File: config.mk
export PLATFORM = sky130hd
export DESIGN_NAME = button_mode_led_pwm_controller
export DESIGN_NICKNAME = d
export VERILOG_FILES = /design/src/rtl/bmlpc_pkg.sv /design/src/rtl/bmlpc_key.sv /design/src/rtl/bmlpc_core.sv /design/src/rtl/button_mode_led_pwm_controller.sv
export SDC_FILE = /design/constraint.sdc
export NUM_CORES = 1
export LEC_CHECK = 0
export ABC_AREA = 0
export BUFFER_PORTS_ARGS = -buffer_cell sky130_fd_sc_hd__buf_2
export CORE_UTILIZATION = 44
export DETAILED_ROUTE_END_ITERATION = 8
export MAX_ROUTING_LAYER = met4
export SKIP_CTS_REPAIR_TIMING = 1
export SLEW_MARGIN = 25
export SYNTH_ARGS = -nofsm -noshare
export SYNTH_HDL_FRONTEND = slang
export SYNTH_SLANG_ARGS = --single-unit
File: constraint.sdc
create_clock -name aclk -period 7.4 [get_ports aclk]
set_input_delay 0.37 -clock aclk [delete_from_list [all_inputs] [get_ports aclk]]
set_output_delay 0.37 -clock aclk [all_outputs]
set_load 0.01 [all_outputs]
File: src/rtl/bmlpc_pkg.sv
// Shared types and constants for the button mode LED PWM controller.
`timescale 1ns / 1ps

package bmlpc_pkg;

    typedef struct packed {
        logic key_pressed;
        logic charger_present;
    } in_item_t;

    typedef struct packed {
        logic [3:0] led_levels;
        logic       charge_led;
        logic       pwm_enable;
        logic [7:0] pwm_duty;
        logic [2:0] mode;
    } out_item_t;

    typedef struct packed {
        logic [7:0] short_press_ticks;
        logic [7:0] long_press_ticks;
        logic [7:0] duty_limit;
        logic [7:0] led_period_ticks;
    } cfg_t;

    localparam logic [1:0] EVT_NONE  = 2'd0;
    localparam logic [1:0] EVT_SHORT = 2'd1;
    localparam logic [1:0] EVT_LONG  = 2'd2;

    typedef struct packed {
        logic [1:0] evt;
        logic [7:0] press_count;
        logic       long_press_seen;
    } key_upd_t;

    localparam logic [7:0] REG_SHORT_PRESS = 8'd0;
    localparam logic [7:0] REG_LONG_PRESS  = 8'd1;
    localparam logic [7:0] REG_DUTY_LIMIT  = 8'd2;
    localparam logic [7:0] REG_LED_PERIOD  = 8'd3;

    localparam logic [7:0] SHORT_PRESS_RESET = 8'd8;
    localparam logic [7:0] LONG_PRESS_RESET  = 8'd200;
    localparam logic [7:0] DUTY_LIMIT_RESET  = 8'd120;
    localparam logic [7:0] LED_PERIOD_RESET  = 8'd50;

    localparam logic [7:0] PRESS_MAX   = 8'd255;
    localparam logic [2:0] MODE_OFF    = 3'd0;
    localparam logic [2:0] MODE_FIRST  = 3'd1;
    localparam logic [2:0] MODE_LAST   = 3'd4;
    localparam logic [2:0] INTRO_STEPS = 3'd4;

endpackage

File: src/rtl/bmlpc_key.sv
// Press counter update and short/long press classification for one tick.
`timescale 1ns / 1ps

module bmlpc_key (
    input  logic                key_pressed,
    input  logic [7:0]          press_count,
    input  logic                long_press_seen,
    input  logic [7:0]          short_press_ticks,
    input  logic [7:0]          long_press_ticks,
    output bmlpc_pkg::key_upd_t upd
);

    logic [7:0] count_inc;

    assign count_inc = (press_count < bmlpc_pkg::PRESS_MAX) ? press_count + 8'd1 : press_count;

    always_comb begin
        upd.evt             = bmlpc_pkg::EVT_NONE;
        upd.press_count     = 8'd0;
        upd.long_press_seen = long_press_seen;
        if (key_pressed) begin
            upd.press_count = count_inc;
            if (count_inc >= long_press_ticks) begin
                // saturate at the long threshold, fire once per hold
                upd.press_count = long_press_ticks;
                if (!long_press_seen) begin
                    upd.long_press_seen = 1'b1;
                    upd.evt             = bmlpc_pkg::EVT_LONG;
                end
            end
        end else if (press_count >= long_press_ticks) begin
            upd.long_press_seen = 1'b0;
        end else if (press_count >= short_press_ticks) begin
            upd.evt = bmlpc_pkg::EVT_SHORT;
        end
    end

endmodule

File: src/rtl/bmlpc_core.sv
// Controller state registers and the per-tick mode, LED and duty update.
`timescale 1ns / 1ps

module bmlpc_core (
    input  logic                 aclk,
    input  logic                 aresetn,
    input  logic                 step,
    input  bmlpc_pkg::in_item_t  item,
    input  bmlpc_pkg::cfg_t      cfg,
    output bmlpc_pkg::out_item_t result
);

    logic [7:0] press_count_reg, press_count_next;
    logic       long_seen_reg, long_seen_next;
    logic [2:0] mode_step_reg, mode_step_next;
    logic [2:0] intro_step_reg, intro_step_next;
    logic [7:0] led_phase_reg, led_phase_next;
    logic [7:0] duty_ramp_reg, duty_ramp_next;
    logic [3:0] led_reg, led_next;
    logic       pwm_on_reg, pwm_on_next;
    logic [7:0] duty_cmp_reg, duty_cmp_next;

    bmlpc_pkg::key_upd_t key_upd;
    logic [8:0]          phase_inc;
    logic [8:0]          ramp_inc;
    logic [7:0]          ramp_base;
    logic [7:0]          cmp_base;

    bmlpc_key u_key (
        .key_pressed       (item.key_pressed),
        .press_count       (press_count_reg),
        .long_press_seen   (long_seen_reg),
        .short_press_ticks (cfg.short_press_ticks),
        .long_press_ticks  (cfg.long_press_ticks),
        .upd               (key_upd)
    );

    assign phase_inc = {1'b0, led_phase_reg} + 9'd1;

    always_comb begin
        press_count_next = press_count_reg;
        long_seen_next   = long_seen_reg;
        mode_step_next   = mode_step_reg;
        intro_step_next  = intro_step_reg;
        led_next         = led_reg;
        pwm_on_next      = pwm_on_reg;
        ramp_base        = duty_ramp_reg;
        cmp_base         = duty_cmp_reg;

        led_phase_next = (phase_inc >= {1'b0, cfg.led_period_ticks}) ? 8'd0 : phase_inc[7:0];

        // key handling pauses while charging
        if (!item.charger_present) begin
            press_count_next = key_upd.press_count;
            long_seen_next   = key_upd.long_press_seen;
            if (key_upd.evt == bmlpc_pkg::EVT_SHORT && mode_step_reg != bmlpc_pkg::MODE_OFF) begin
                led_phase_next = 8'd0;
                mode_step_next = (mode_step_reg >= bmlpc_pkg::MODE_LAST) ?
                                 bmlpc_pkg::MODE_FIRST : mode_step_reg + 3'd1;
                pwm_on_next    = 1'b1;
                ramp_base      = 8'd1;
                cmp_base       = 8'd1;
            end else if (key_upd.evt == bmlpc_pkg::EVT_LONG) begin
                if (mode_step_reg != bmlpc_pkg::MODE_OFF) begin
                    mode_step_next = bmlpc_pkg::MODE_OFF;
                    pwm_on_next    = 1'b0;
                end else begin
                    mode_step_next  = bmlpc_pkg::MODE_FIRST;
                    intro_step_next = bmlpc_pkg::INTRO_STEPS;
                    led_phase_next  = 8'd0;
                    pwm_on_next     = 1'b1;
                    ramp_base       = 8'd1;
                    cmp_base        = 8'd1;
                end
            end
        end

        if (led_phase_next == 8'd0) begin
            if (intro_step_next != 3'd0) begin
                case (intro_step_next)
                    3'd4:    led_next = led_reg | 4'b0001;
                    3'd3:    led_next = led_reg | 4'b0010;
                    3'd2:    led_next = led_reg | 4'b0100;
                    3'd1:    led_next = led_reg | 4'b1000;
                    default: led_next = led_reg;
                endcase
                intro_step_next = intro_step_next - 3'd1;
            end else begin
                case (mode_step_next)
                    3'd0:    led_next = 4'b0000;
                    3'd1:    led_next = 4'b0001;
                    3'd2:    led_next = led_reg | 4'b0010;
                    3'd3:    led_next = led_reg | 4'b0100;
                    3'd4:    led_next = led_reg | 4'b1000;
                    default: led_next = led_reg;
                endcase
            end
        end

        // ramp toward the limit; compare follows only below it
        ramp_inc       = {1'b0, ramp_base} + 9'd1;
        duty_ramp_next = (ramp_inc > {1'b0, cfg.duty_limit}) ? cfg.duty_limit : ramp_inc[7:0];
        duty_cmp_next  = (duty_ramp_next < cfg.duty_limit) ? duty_ramp_next : cmp_base;
    end

    always_ff @(posedge aclk) begin
        if (!aresetn) begin
            press_count_reg <= 8'd0;
            long_seen_reg   <= 1'b0;
            mode_step_reg   <= bmlpc_pkg::MODE_OFF;
            intro_step_reg  <= 3'd0;
            led_phase_reg   <= 8'd0;
            duty_ramp_reg   <= 8'd0;
            led_reg         <= 4'b0000;
            pwm_on_reg      <= 1'b0;
            duty_cmp_reg    <= 8'd0;
        end else if (step) begin
            press_count_reg <= press_count_next;
            long_seen_reg   <= long_seen_next;
            mode_step_reg   <= mode_step_next;
            intro_step_reg  <= intro_step_next;
            led_phase_reg   <= led_phase_next;
            duty_ramp_reg   <= duty_ramp_next;
            led_reg         <= led_next;
            pwm_on_reg      <= pwm_on_next;
            duty_cmp_reg    <= duty_cmp_next;
        end
    end

    always_comb begin
        result.led_levels = led_next;
        result.charge_led = item.charger_present;
        result.pwm_enable = pwm_on_next;
        result.pwm_duty   = duty_cmp_next;
        result.mode       = mode_step_next;
    end

endmodule

File: src/rtl/button_mode_led_pwm_controller.sv
// Top level: config registers, tick channel handshake and result register.
//
// Usage: send one tick transaction per 10 ms on s_valid/s_ready carrying
// key and charger levels in s_item. Each tick yields exactly one result
// transaction on m_valid/m_ready with LED levels, charge LED, PWM enable,
// PWM duty compare and the current mode.
// The result is registered in the output register when the tick is
// accepted. Throughput: one tick per cycle; s_ready is high whenever the
// output register is empty or is being taken in the same cycle.
// When the receiver stalls, the result holds in the output register and
// s_ready drops until it is taken.
// Configuration: cfg_valid/cfg_ready, always ready; cfg_index selects
// short press ticks, long press ticks, duty limit, LED period (0..3);
// other indexes are ignored. Write only while idle.
// Reset (aresetn low, synchronous): mode off, LEDs off, PWM stopped, all
// counters zero, registers at 8, 200, 120 and 50, no result pending.
`timescale 1ns / 1ps

module button_mode_led_pwm_controller (
    input  logic                 aclk,
    input  logic                 aresetn,
    input  logic                 s_valid,
    output logic                 s_ready,
    input  bmlpc_pkg::in_item_t  s_item,
    output logic                 m_valid,
    input  logic                 m_ready,
    output bmlpc_pkg::out_item_t m_item,
    input  logic                 cfg_valid,
    output logic                 cfg_ready,
    input  logic [7:0]           cfg_index,
    input  logic [7:0]           cfg_data
);

    bmlpc_pkg::cfg_t      cfg_reg;
    bmlpc_pkg::out_item_t result;
    bmlpc_pkg::out_item_t out_reg;
    logic                 out_valid_reg;
    logic                 step;

    assign cfg_ready = 1'b1;
    assign s_ready   = !out_valid_reg || m_ready;
    assign step      = s_valid && s_ready;
    assign m_valid   = out_valid_reg;
    assign m_item    = out_reg;

    always_ff @(posedge aclk) begin
        if (!aresetn) begin
            cfg_reg.short_press_ticks <= bmlpc_pkg::SHORT_PRESS_RESET;
            cfg_reg.long_press_ticks  <= bmlpc_pkg::LONG_PRESS_RESET;
            cfg_reg.duty_limit        <= bmlpc_pkg::DUTY_LIMIT_RESET;
            cfg_reg.led_period_ticks  <= bmlpc_pkg::LED_PERIOD_RESET;
        end else if (cfg_valid) begin
            case (cfg_index)
                bmlpc_pkg::REG_SHORT_PRESS: cfg_reg.short_press_ticks <= cfg_data;
                bmlpc_pkg::REG_LONG_PRESS:  cfg_reg.long_press_ticks  <= cfg_data;
                bmlpc_pkg::REG_DUTY_LIMIT:  cfg_reg.duty_limit        <= cfg_data;
                bmlpc_pkg::REG_LED_PERIOD:  cfg_reg.led_period_ticks  <= cfg_data;
                default: ;
            endcase
        end
    end

    bmlpc_core u_core (
        .aclk    (aclk),
        .aresetn (aresetn),
        .step    (step),
        .item    (s_item),
        .cfg     (cfg_reg),
        .result  (result)
    );

    always_ff @(posedge aclk) begin
        if (!aresetn) begin
            out_valid_reg <= 1'b0;
        end else if (step) begin
            out_valid_reg <= 1'b1;
        end else if (m_ready) begin
            out_valid_reg <= 1'b0;
        end
    end

    // hold the result until the downstream transaction completes
    always_ff @(posedge aclk) begin
        if (step) begin
            out_reg <= result;
        end
    end

endmodule

## After elaboration in Yosys (flattened, before gate mapping)

Cells that the tools add are included.

| operators by class | value |
|---|---|
| add/sub/neg operators | 5 |
| equal/unequal tests | 14 |
| muxes and demuxes | 45 |
| reduce and logical (&&, ||, !) cells | 17 |
| $lt $le $gt $ge | 8 |
| bitwise gates (word level) | 1 |

Operators by type and width:

| operator | count |
|---|---|
| $mux W8 | 17 |
| $mux W3 | 10 |
| $ge A8 B8 Y1 | 3 |
| $pmux W4 S5 | 1 |
| $add A8 B1 Y9 const B | 2 |
| $eq A8 B2 Y1 const B | 2 |
| $logic_not A8 Y1 | 2 |
| $pmux W4 S4 | 1 |
| $eq A3 B2 Y1 const B | 4 |
| $mux W1 | 11 |
| $mux W11 | 1 |
| $reduce_and A2 Y1 | 5 |
| $ge A9 B8 Y1 | 1 |
| $gt A9 B8 Y1 | 1 |
| $add A8 B1 Y8 const B | 1 |
| $eq A8 B1 Y1 const B | 1 |
| $lt A8 B8 Y1 | 1 |
| $lt A8 B8 Y1 const B | 1 |
| $mux W4 | 2 |
| $eq A3 B1 Y1 const B | 2 |
| $eq A3 B3 Y1 const B | 2 |
| $reduce_bool A3 Y1 | 2 |
| $mux W2 | 2 |
| $reduce_and A4 Y1 | 1 |
| other kinds (12) | 14 |

| storage, ports and cells | value |
|---|---|
| register bits | 94 |
| output and inout bits | 20 |

## Depth between registers and ports, before layout

Gate-level depths: netlist of run 1.

| logic depth | value |
|---|---|
| depth in word-level cells | 14 |
| depth in mapped cells | 35 |

## Cells and area by module

From an unflattened synthesis of run 1, not the netlist that was laid out.

| second synthesis, totals | value |
|---|---|
| cell total of the unflattened synthesis | 713 |
| area total of the unflattened synthesis | 6,138.4 um^2 |

By module, submodules not included:

| module | sequential area each (um^2) | cells an instance | area each (um^2) | instances |
|---|---|---|---|---|
| bmlpc_core | 880.8 | 444 | 3,367.0 | 1 |
| button_mode_led_pwm_controller | 1,171.1 | 148 | 1,865.5 | 1 |
| bmlpc_key | 0.0 | 121 | 905.9 | 1 |

## Worst setup path after synthesis of run 1

Ideal clock, no wire load.

| path | value |
|---|---|
| kind | register -> register |
| start | register u_core.press_count_reg[1] |
| end | register out_reg, in the netlist m_item[3], data pin |
| data arrival time | 6.475 ns |
| cell stages (with the launch flop) | 33 |
| setup slack | 0.659 ns |
| data required time | 7.135 ns |
| setup time | 0.265 ns |
| cells stage by stage | dfxtp_1 > ha_1 > nand3_1 > nor2_1 > mux2_2 > ha_1 > a2111oi_0 > o41a_1 > buf_4 > o32ai_1 > nand2_1 > and2_1 > ha_1 > nand2_1 > nor2_1 > xnor2_1 > nor2_1 > ha_1 > a21o_1 > a21oi_1 > nand2b_1 > o21ai_1 > o31ai_4 > a21oi_1 > inv_1 > ha_1 > a21o_1 > a21o_1 > a211oi_1 > o21ai_1 > buf_2 > o21ai_0 > o21ai_0 |

RTL lines:

| element | RTL line | RTL |
|---|---|---|
| start, declared | bmlpc_core.sv:13 | `logic [7:0] press_count_reg, press_count_next;` |
| start signal, assigned | bmlpc_core.sv:118 | `press_count_reg <= press_count_next;` |
| end signal, assigned | button_mode_led_pwm_controller.sv:85 | `out_reg <= result;` |
| end, declared | button_mode_led_pwm_controller.sv:36 | `bmlpc_pkg::out_item_t out_reg;` |

## Worst setup path in the final report of run 1

| path | value |
|---|---|
| start | register u_core.press_count_reg[1] |
| end | register u_core.duty_cmp_reg[2] |

| between the ends | value |
|---|---|
| longest elaborated chain between the ends | 14 |
| elaborated cells on any way between the ends | 24 |

RTL lines:

| element | RTL line | RTL |
|---|---|---|
| $add A8 B1 Y8 / $lt A8 B8 Y1 (equally long branches) | bmlpc_key.sv:15 | `assign count_inc = (press_count < bmlpc_pkg::PRESS_MAX) ? press_count + 8'd1 : press_count;` |
| $mux W8 | bmlpc_key.sv:15 |  |
| $ge A8 B8 Y1 | bmlpc_key.sv:23 | `if (count_inc >= long_press_ticks) begin` |
| $mux W11 | bmlpc_key.sv:23 |  |
| $mux W2 (*) | bmlpc_key.sv:21 | `if (key_pressed) begin` |
| $eq A2 B2 Y1 / $eq A2 B1 Y1 (equally long branches) | bmlpc_core.sv:63, bmlpc_core.sv:56 |  |
| $mux W8 / $logic_and A1 B1 Y1 (equally long branches) | bmlpc_core.sv:63, bmlpc_core.sv:56 |  |
| $mux W8 (*) | bmlpc_core.sv:56 | `if (key_upd.evt == bmlpc_pkg::EVT_SHORT && mode_step_reg != bmlpc_pkg::MODE_OFF) begin` |
| $mux W8 (*) | bmlpc_core.sv:53 | `if (!item.charger_present) begin` |
| $add A8 B1 Y9 (*) | bmlpc_core.sv:101 | `ramp_inc = {1'b0, ramp_base} + 9'd1;` |
| $gt A9 B8 Y1 | bmlpc_core.sv:102 | `duty_ramp_next = (ramp_inc > {1'b0, cfg.duty_limit}) ? cfg.duty_limit : ramp_inc[7:0];` |
| $mux W8 (*) | bmlpc_core.sv:102 |  |
| via u_core.duty_ramp_next[4] | bmlpc_core.sv:18 | `logic [7:0] duty_ramp_reg, duty_ramp_next;` |
| $lt A8 B8 Y1 (*) | bmlpc_core.sv:103 | `duty_cmp_next = (duty_ramp_next < cfg.duty_limit) ? duty_ramp_next : cmp_base;` |
| $mux W8 (*) | bmlpc_core.sv:103 |  |
| end signal, assigned | bmlpc_core.sv:126 | `duty_cmp_reg <= duty_cmp_next;` |
| end, declared | bmlpc_core.sv:21 | `logic [7:0] duty_cmp_reg, duty_cmp_next;` |

Mark *: on every way through the listed nets, which the timed path passes. The rest lies on a longest branch. The select of a mux whose other input is x is not followed.
A chain may end at the register's enable or synchronous reset.

==> results of run 1 <==
==> report_power, final <==
part / switching, uW / internal (uW)
Sequential: 10.2 / 538
Combinational: 76.9 / 44.6
Clock: 198 / 271
==> worst min-delay path by stage <==
stage                              to                   start  slack [ns]
6_report                      m_valid                 s_valid        0.26
5_1_grt                       m_valid                 s_valid        0.26
4_1_cts                       m_valid                 s_valid        0.25
3_5_place_dp   u_core.duty_cmp_reg[4]  u_core.duty_cmp_reg[4]        0.45
3_3_place_gp   u_core.duty_cmp_reg[3]  u_core.duty_cmp_reg[3]        0.44
2_1_floorplan  u_core.duty_cmp_reg[3]  u_core.duty_cmp_reg[3]        0.43
==> per-layer routing <==
metal  wire (um)  global-route usage
met5           0                   -
met4         187              0.0726
met3         531              0.0410
met2        6440               0.360
met1        6630               0.293
==> cell families (layout without fill, tap and decap cells) <==
| group | count (synthesis) | count (layout) |
|---|---|---|
| AO/OA/AOI/OAI | 157 | 157 |
| XOR/XNOR | 17 | 17 |
| adder cells (fa/ha/maj) | 57 | 57 |
| buffers and inverters | 85 | 129 |
| flip-flops | 94 | 94 |
| multiplexers | 38 | 38 |
| other | 1 | 1 |
| AND/OR/NAND/NOR | 202 | 202 |
==> layout by cell type (no fill, tap or decap), types with 5 or more instances in the layout <==
master	count
a211oi_1	12
a21o_1	8
a21oi_1	35
a31oi_1	5
buf_2	41
buf_4	9
clkbuf_16	9
dfxtp_1	77
edfxtp_1	17
ha_1	57
inv_1	62
mux2i_1	37
nand2_1	41
nand2b_1	10
nand3_1	20
nand3b_1	5
nor2_1	79
nor3_1	11
o211ai_1	6
o21ai_0	28
o22ai_1	9
xnor2_1	8
xor2_1	9
==> cells in the mapped netlist (5+ instances only) <==
cell      count
mux2i_1      37
a21oi_1      36
a31oi_1       5
nand2b_1     10
a21o_1        8
nor2_1       80
ha_1         57
nand3b_1      5
a211oi_1     13
nor3_1       11
nand3_1      20
edfxtp_1     17
clkbuf_1     14
dfxtp_1      77
xnor2_1       8
a22oi_1       5
o21ai_0      28
inv_1        62
o22ai_1       9
xor2_1        9
o211ai_1      6
nand2_1      41
==> through the flow <==
step | worst slack, ns | area, um2
finish | 0.570 | 6460
global route | 0.0755 | 6460
CTS | -0.137 | 6400
detailed placement | -0.0738 | 6100
global placement | 0.259 | 6100
floorplan | 0.659 | 5730
==> cell type report <==
class / instances / share of cell area
multi-input combinational: 472 / 0.524
sequential: 94 / 0.318
timing repair buffer: 50 / 0.0422
clock buffer: 11 / 0.0376
inverter: 63 / 0.0366
tap: 172 / 0.0333
clock inverter: 5 / 0.00891
==> worst min-delay path, cell delays in order <==
cell	delay (ns)
buf_2	0.10
inv_1	0.04
a21oi_1	0.05
==> metrics.cfg, run 1 <==
[synthesis]
ys.warnings.count = 0
synth_largest_area_cell = dfxtp_1
synth_xor_xnor_area_share = 0.0260
synth_ff_type = dfxtp_1
async_flop_share = 0
postSynthCellCount = 651
synth_top_area_frac = 0.269
synth_mux_area_frac = 0.0666
synthAdderAreaFrac = 0.124
synth-edff-count = 17
syn_area_um2 = 5730
synth-simple-area-share = 0.169
synth_top_family_by_area = compound AO/OA/AOI/OAI gates
synth_compound_area_frac = 0.194
synth.avg_cell_area_um2 = 8.80
synth_seq_area_share = 0.358
syn_nets = 731
synth.distinct_cells = 71
synth_area_leaders = dfxtp_1, ha_1, edfxtp_1
ys_seq_elements = 94

[timing]
setup_violations = 0
hold_ws_ns = 0.259
rsz0062_at_grt = false
tns_ns = 0
fin_skew_ns = 0.00814
relSlewSlack = 0.417
tightest_slew_ns = 0.868
hold_violations = 0
fmax_mhz = 146
report.final.slew_viol_count = 0
fin_crit_sh = 0.923
period_minus_slack_ns = 6.83

[critical_path]
crit_arrival_ns = 7.11
rr_endpoint = u_core.duty_cmp_reg[2]
worstReg2RegStart = u_core.press_count_reg[1]
slowest_stage = dfxtp_1
cp.depth = 31
critical_path_class = flop to flop
regToRegSetupSlack_ns = 0.57
cp_max_fo = 15
crit_path_end_kind = flop
path_delay_family = compound AO/OA/AOI/OAI gates
crit_start = u_core.press_count_reg[1]
r2r_cells = 31
crit_top_cell = ha_1
max_stage_delay_ns = 0.45
cp_data_required_time_ns = 7.68
cp_num_buf_inv = 3
start_kind = flop
critPathCapture = u_core.duty_cmp_reg[2]

[global_route]
grt_overflow_total = 0
grt_pass1_vias = 4511
grt_antenna_before_repair = 0
grt_use_total = 0.227
grt_pass1_wl_um = 22700
grt_max_degree = 51

[outcome]
status = finished clean

[pwr]
peakVddDrop_mv = 0.108
pwr_density_cell_nw_per_um2 = 176
leakage_uw = 0.00295
totalPowerFinal_uw = 1140

[detailed_routing]
wl_per_cell_um = 15.9
drt.antenna.violating_nets = 0
dr.pass1.iters = 5
routed_wl_um = 13800
drc = 0
via_per_inst = 5.47
vias = 4743
drtIter0Drc = 221

[cells_and_area]
fill_cells = 1233
largest_reg_flops = 32
multi_input_area_um2 = 3380
area_growth_pct = 12.7
nets = 770
fin_cells = 867
antennaDiodeCount = 0
postLayoutCoreUtil = 0.510
layout-drive-gt1-share = 0.142
ff_latch_area_um2 = 2050

[floorplanning]
initial_core_util = 0.452
pin_count = 43
die_w_um = 116
design.die.area_um2 = 13500
core_region_area_um2 = 12700
rows = 41
fp.dieH_um = 116

[clocking]
cts_made_buffers = 9
clockBufferDepth = 2
clk_latency_ns = 0.35
clkTransAtPathRegs_ns = 0.07
cts_root_buffer = clkbuf_16
cts.sinks = 94
cts.htree.levels = 3
cts_tree = built

[run]
cap_violations = 0

[placed_design]
dp_hpwl_um = 10200
place_congestion = 0.863
io_buffer_count = 41
place_inst = 851

[min_path]
worstHoldPathCells = 3
hp-class = input pin to flop

(Power assumes the default switching activity.)
==> run 2, diff against run 1 <==
PLACE_DENSITY = 0.62   (was default)
TNS_END_PERCENT = 20   (was default)
==> run 2 against run 1 <==
Compared with the run above:
- core utilization is 0.37 points lower
- first-iteration DRC count is 27% higher
- global-route usage is 0.16 points higher
- combinational power hardly changed
- clock power is 7.5% lower
==> metrics.cfg, run 2 (synthesis gave the netlist of run 1 again) <==
[global_route]
grt_antenna_before_repair = 0
grt_max_degree = 51
grt_use_total = 0.229
grt_overflow_total = 0
grt_pass1_vias = 4595
grt_pass1_wl_um = 22800

[timing]
rsz0062_at_grt = false
fin_crit_sh = 0.922
hold_ws_ns = 0.260
period_minus_slack_ns = 6.82
setup_violations = 0
relSlewSlack = 0.466
tns_ns = 0
hold_violations = 0
report.final.slew_viol_count = 0
fmax_mhz = 147
tightest_slew_ns = 0.795
fin_skew_ns = 0.00790

[clocking]
cts_root_buffer = clkbuf_16
cts_tree = built
cts_made_buffers = 9
cts.sinks = 94
clkTransAtPathRegs_ns = 0.07
clockBufferDepth = 2
cts.htree.levels = 3
clk_latency_ns = 0.35

[min_path]
hp-class = input pin to flop
worstHoldPathCells = 3

[critical_path]
critical_path_class = flop to flop
slowest_stage = dfxtp_1
max_stage_delay_ns = 0.47
r2r_cells = 31
crit_path_end_kind = flop
cp_data_required_time_ns = 7.68
cp_num_buf_inv = 3
start_kind = flop
crit_arrival_ns = 7.10
cp_max_fo = 15
path_delay_family = compound AO/OA/AOI/OAI gates
crit_top_cell = ha_1
cp.depth = 31

[detailed_routing]
via_per_inst = 5.55
vias = 4832
drt.antenna.violating_nets = 0
dr.pass1.iters = 6
routed_wl_um = 13900
wl_per_cell_um = 16.0
drtIter0Drc = 281
drc = 0

[cells_and_area]
ff_latch_area_um2 = 2050
largest_reg_flops = 32
nets = 773
layout-drive-gt1-share = 0.139
final_common_cell = nor2_1
antennaDiodeCount = 0
final_cell_mix = nor2_1, dfxtp_1, inv_1
multi_input_area_um2 = 3350
area_growth_pct = 11.9
fill_cells = 1199

[pwr]
p_switching_uw = 293
power_frac_seq = 0.496
pwr-share-clk = 0.393
pwr_density_cell_nw_per_um2 = 172
peakVddDrop_mv = 0.0918
p_comb_frac = 0.111
leakage_uw = 0.00294
switching_share = 0.265
p_int_uw = 812

[floorplanning]
design.die.area_um2 = 13500
fp.dieH_um = 116
die_w_um = 116
pin_count = 43
initial_core_util = 0.452
rows = 41
core_region_area_um2 = 12700

[run]
cap_violations = 0

[placed_design]
place_congestion = 0.917
dp_hpwl_um = 10300
io_buffer_count = 41

[outcome]
status = finished clean

run 2: final cells by class:
class,count,area share
Clock buffer,11,0.0363
Clock inverter,5,0.00527
Multi-Input combinational cell,472,0.522
Sequential cell,94,0.320
Timing Repair Buffer,53,0.0460
Tap cell,172,0.0336
Inverter,63,0.0369
run 2: path summary, 6_finish.rpt:
| path | startpoint | endpoint | slack (ns) |
|---|---|---|---|
| max | u_core.press_count_reg[1] | u_core.duty_cmp_reg[1] | 0.58 |
| min | s_valid | m_valid | 0.26 |
| max reg2reg | u_core.press_count_reg[1] | u_core.duty_cmp_reg[1] | 0.58 |
| min reg2reg | u_core.duty_cmp_reg[5] | u_core.duty_cmp_reg[5] | 0.45 |
run 2: per-stage QoR:
step / total power (uW) / utilization / worst slack, ns / cell area (um2) / std cells
2_1_floorplan: 636 / - / 0.659 / 5730 / 651
3_3_place_gp: 677 / 0.483 / 0.419 / 6120 / 854
3_5_place_dp: 680 / 0.483 / 0.190 / 6120 / 854
4_1_cts: 1110 / 0.504 / 0.159 / 6390 / 870
5_1_grt: 1150 / 0.506 / 0.0778 / 6410 / 870
6_report: 1100 / 0.506 / 0.578 / 6410 / 870
run 2: layer usage:
layer  share of wire  up-vias  GRT usage
li1                -     2411          -
met1            0.47     2316      0.286
met5               0        -          -
met3           0.043       20     0.0394
met2            0.47       85      0.373
met4           0.017        0     0.0769
run 2: worst min-delay path, cell delays in order:
cell and delay, ns:
buf_2 0.10, inv_1 0.04, a21oi_1 0.05
run 2: power by group through the flow:
| stage | registers [uW] | logic, uW | clock network, uW |
|---|---|---|---|
| 6_report | 548 | 123 | 434 |
| 3_3_place_gp | 559 | 119 | 0 |
| 4_1_cts | 548 | 122 | 440 |
| 2_1_floorplan | 561 | 74.1 | 0 |
| 5_1_grt | 549 | 137 | 459 |
| 3_5_place_dp | 559 | 121 | 0 |
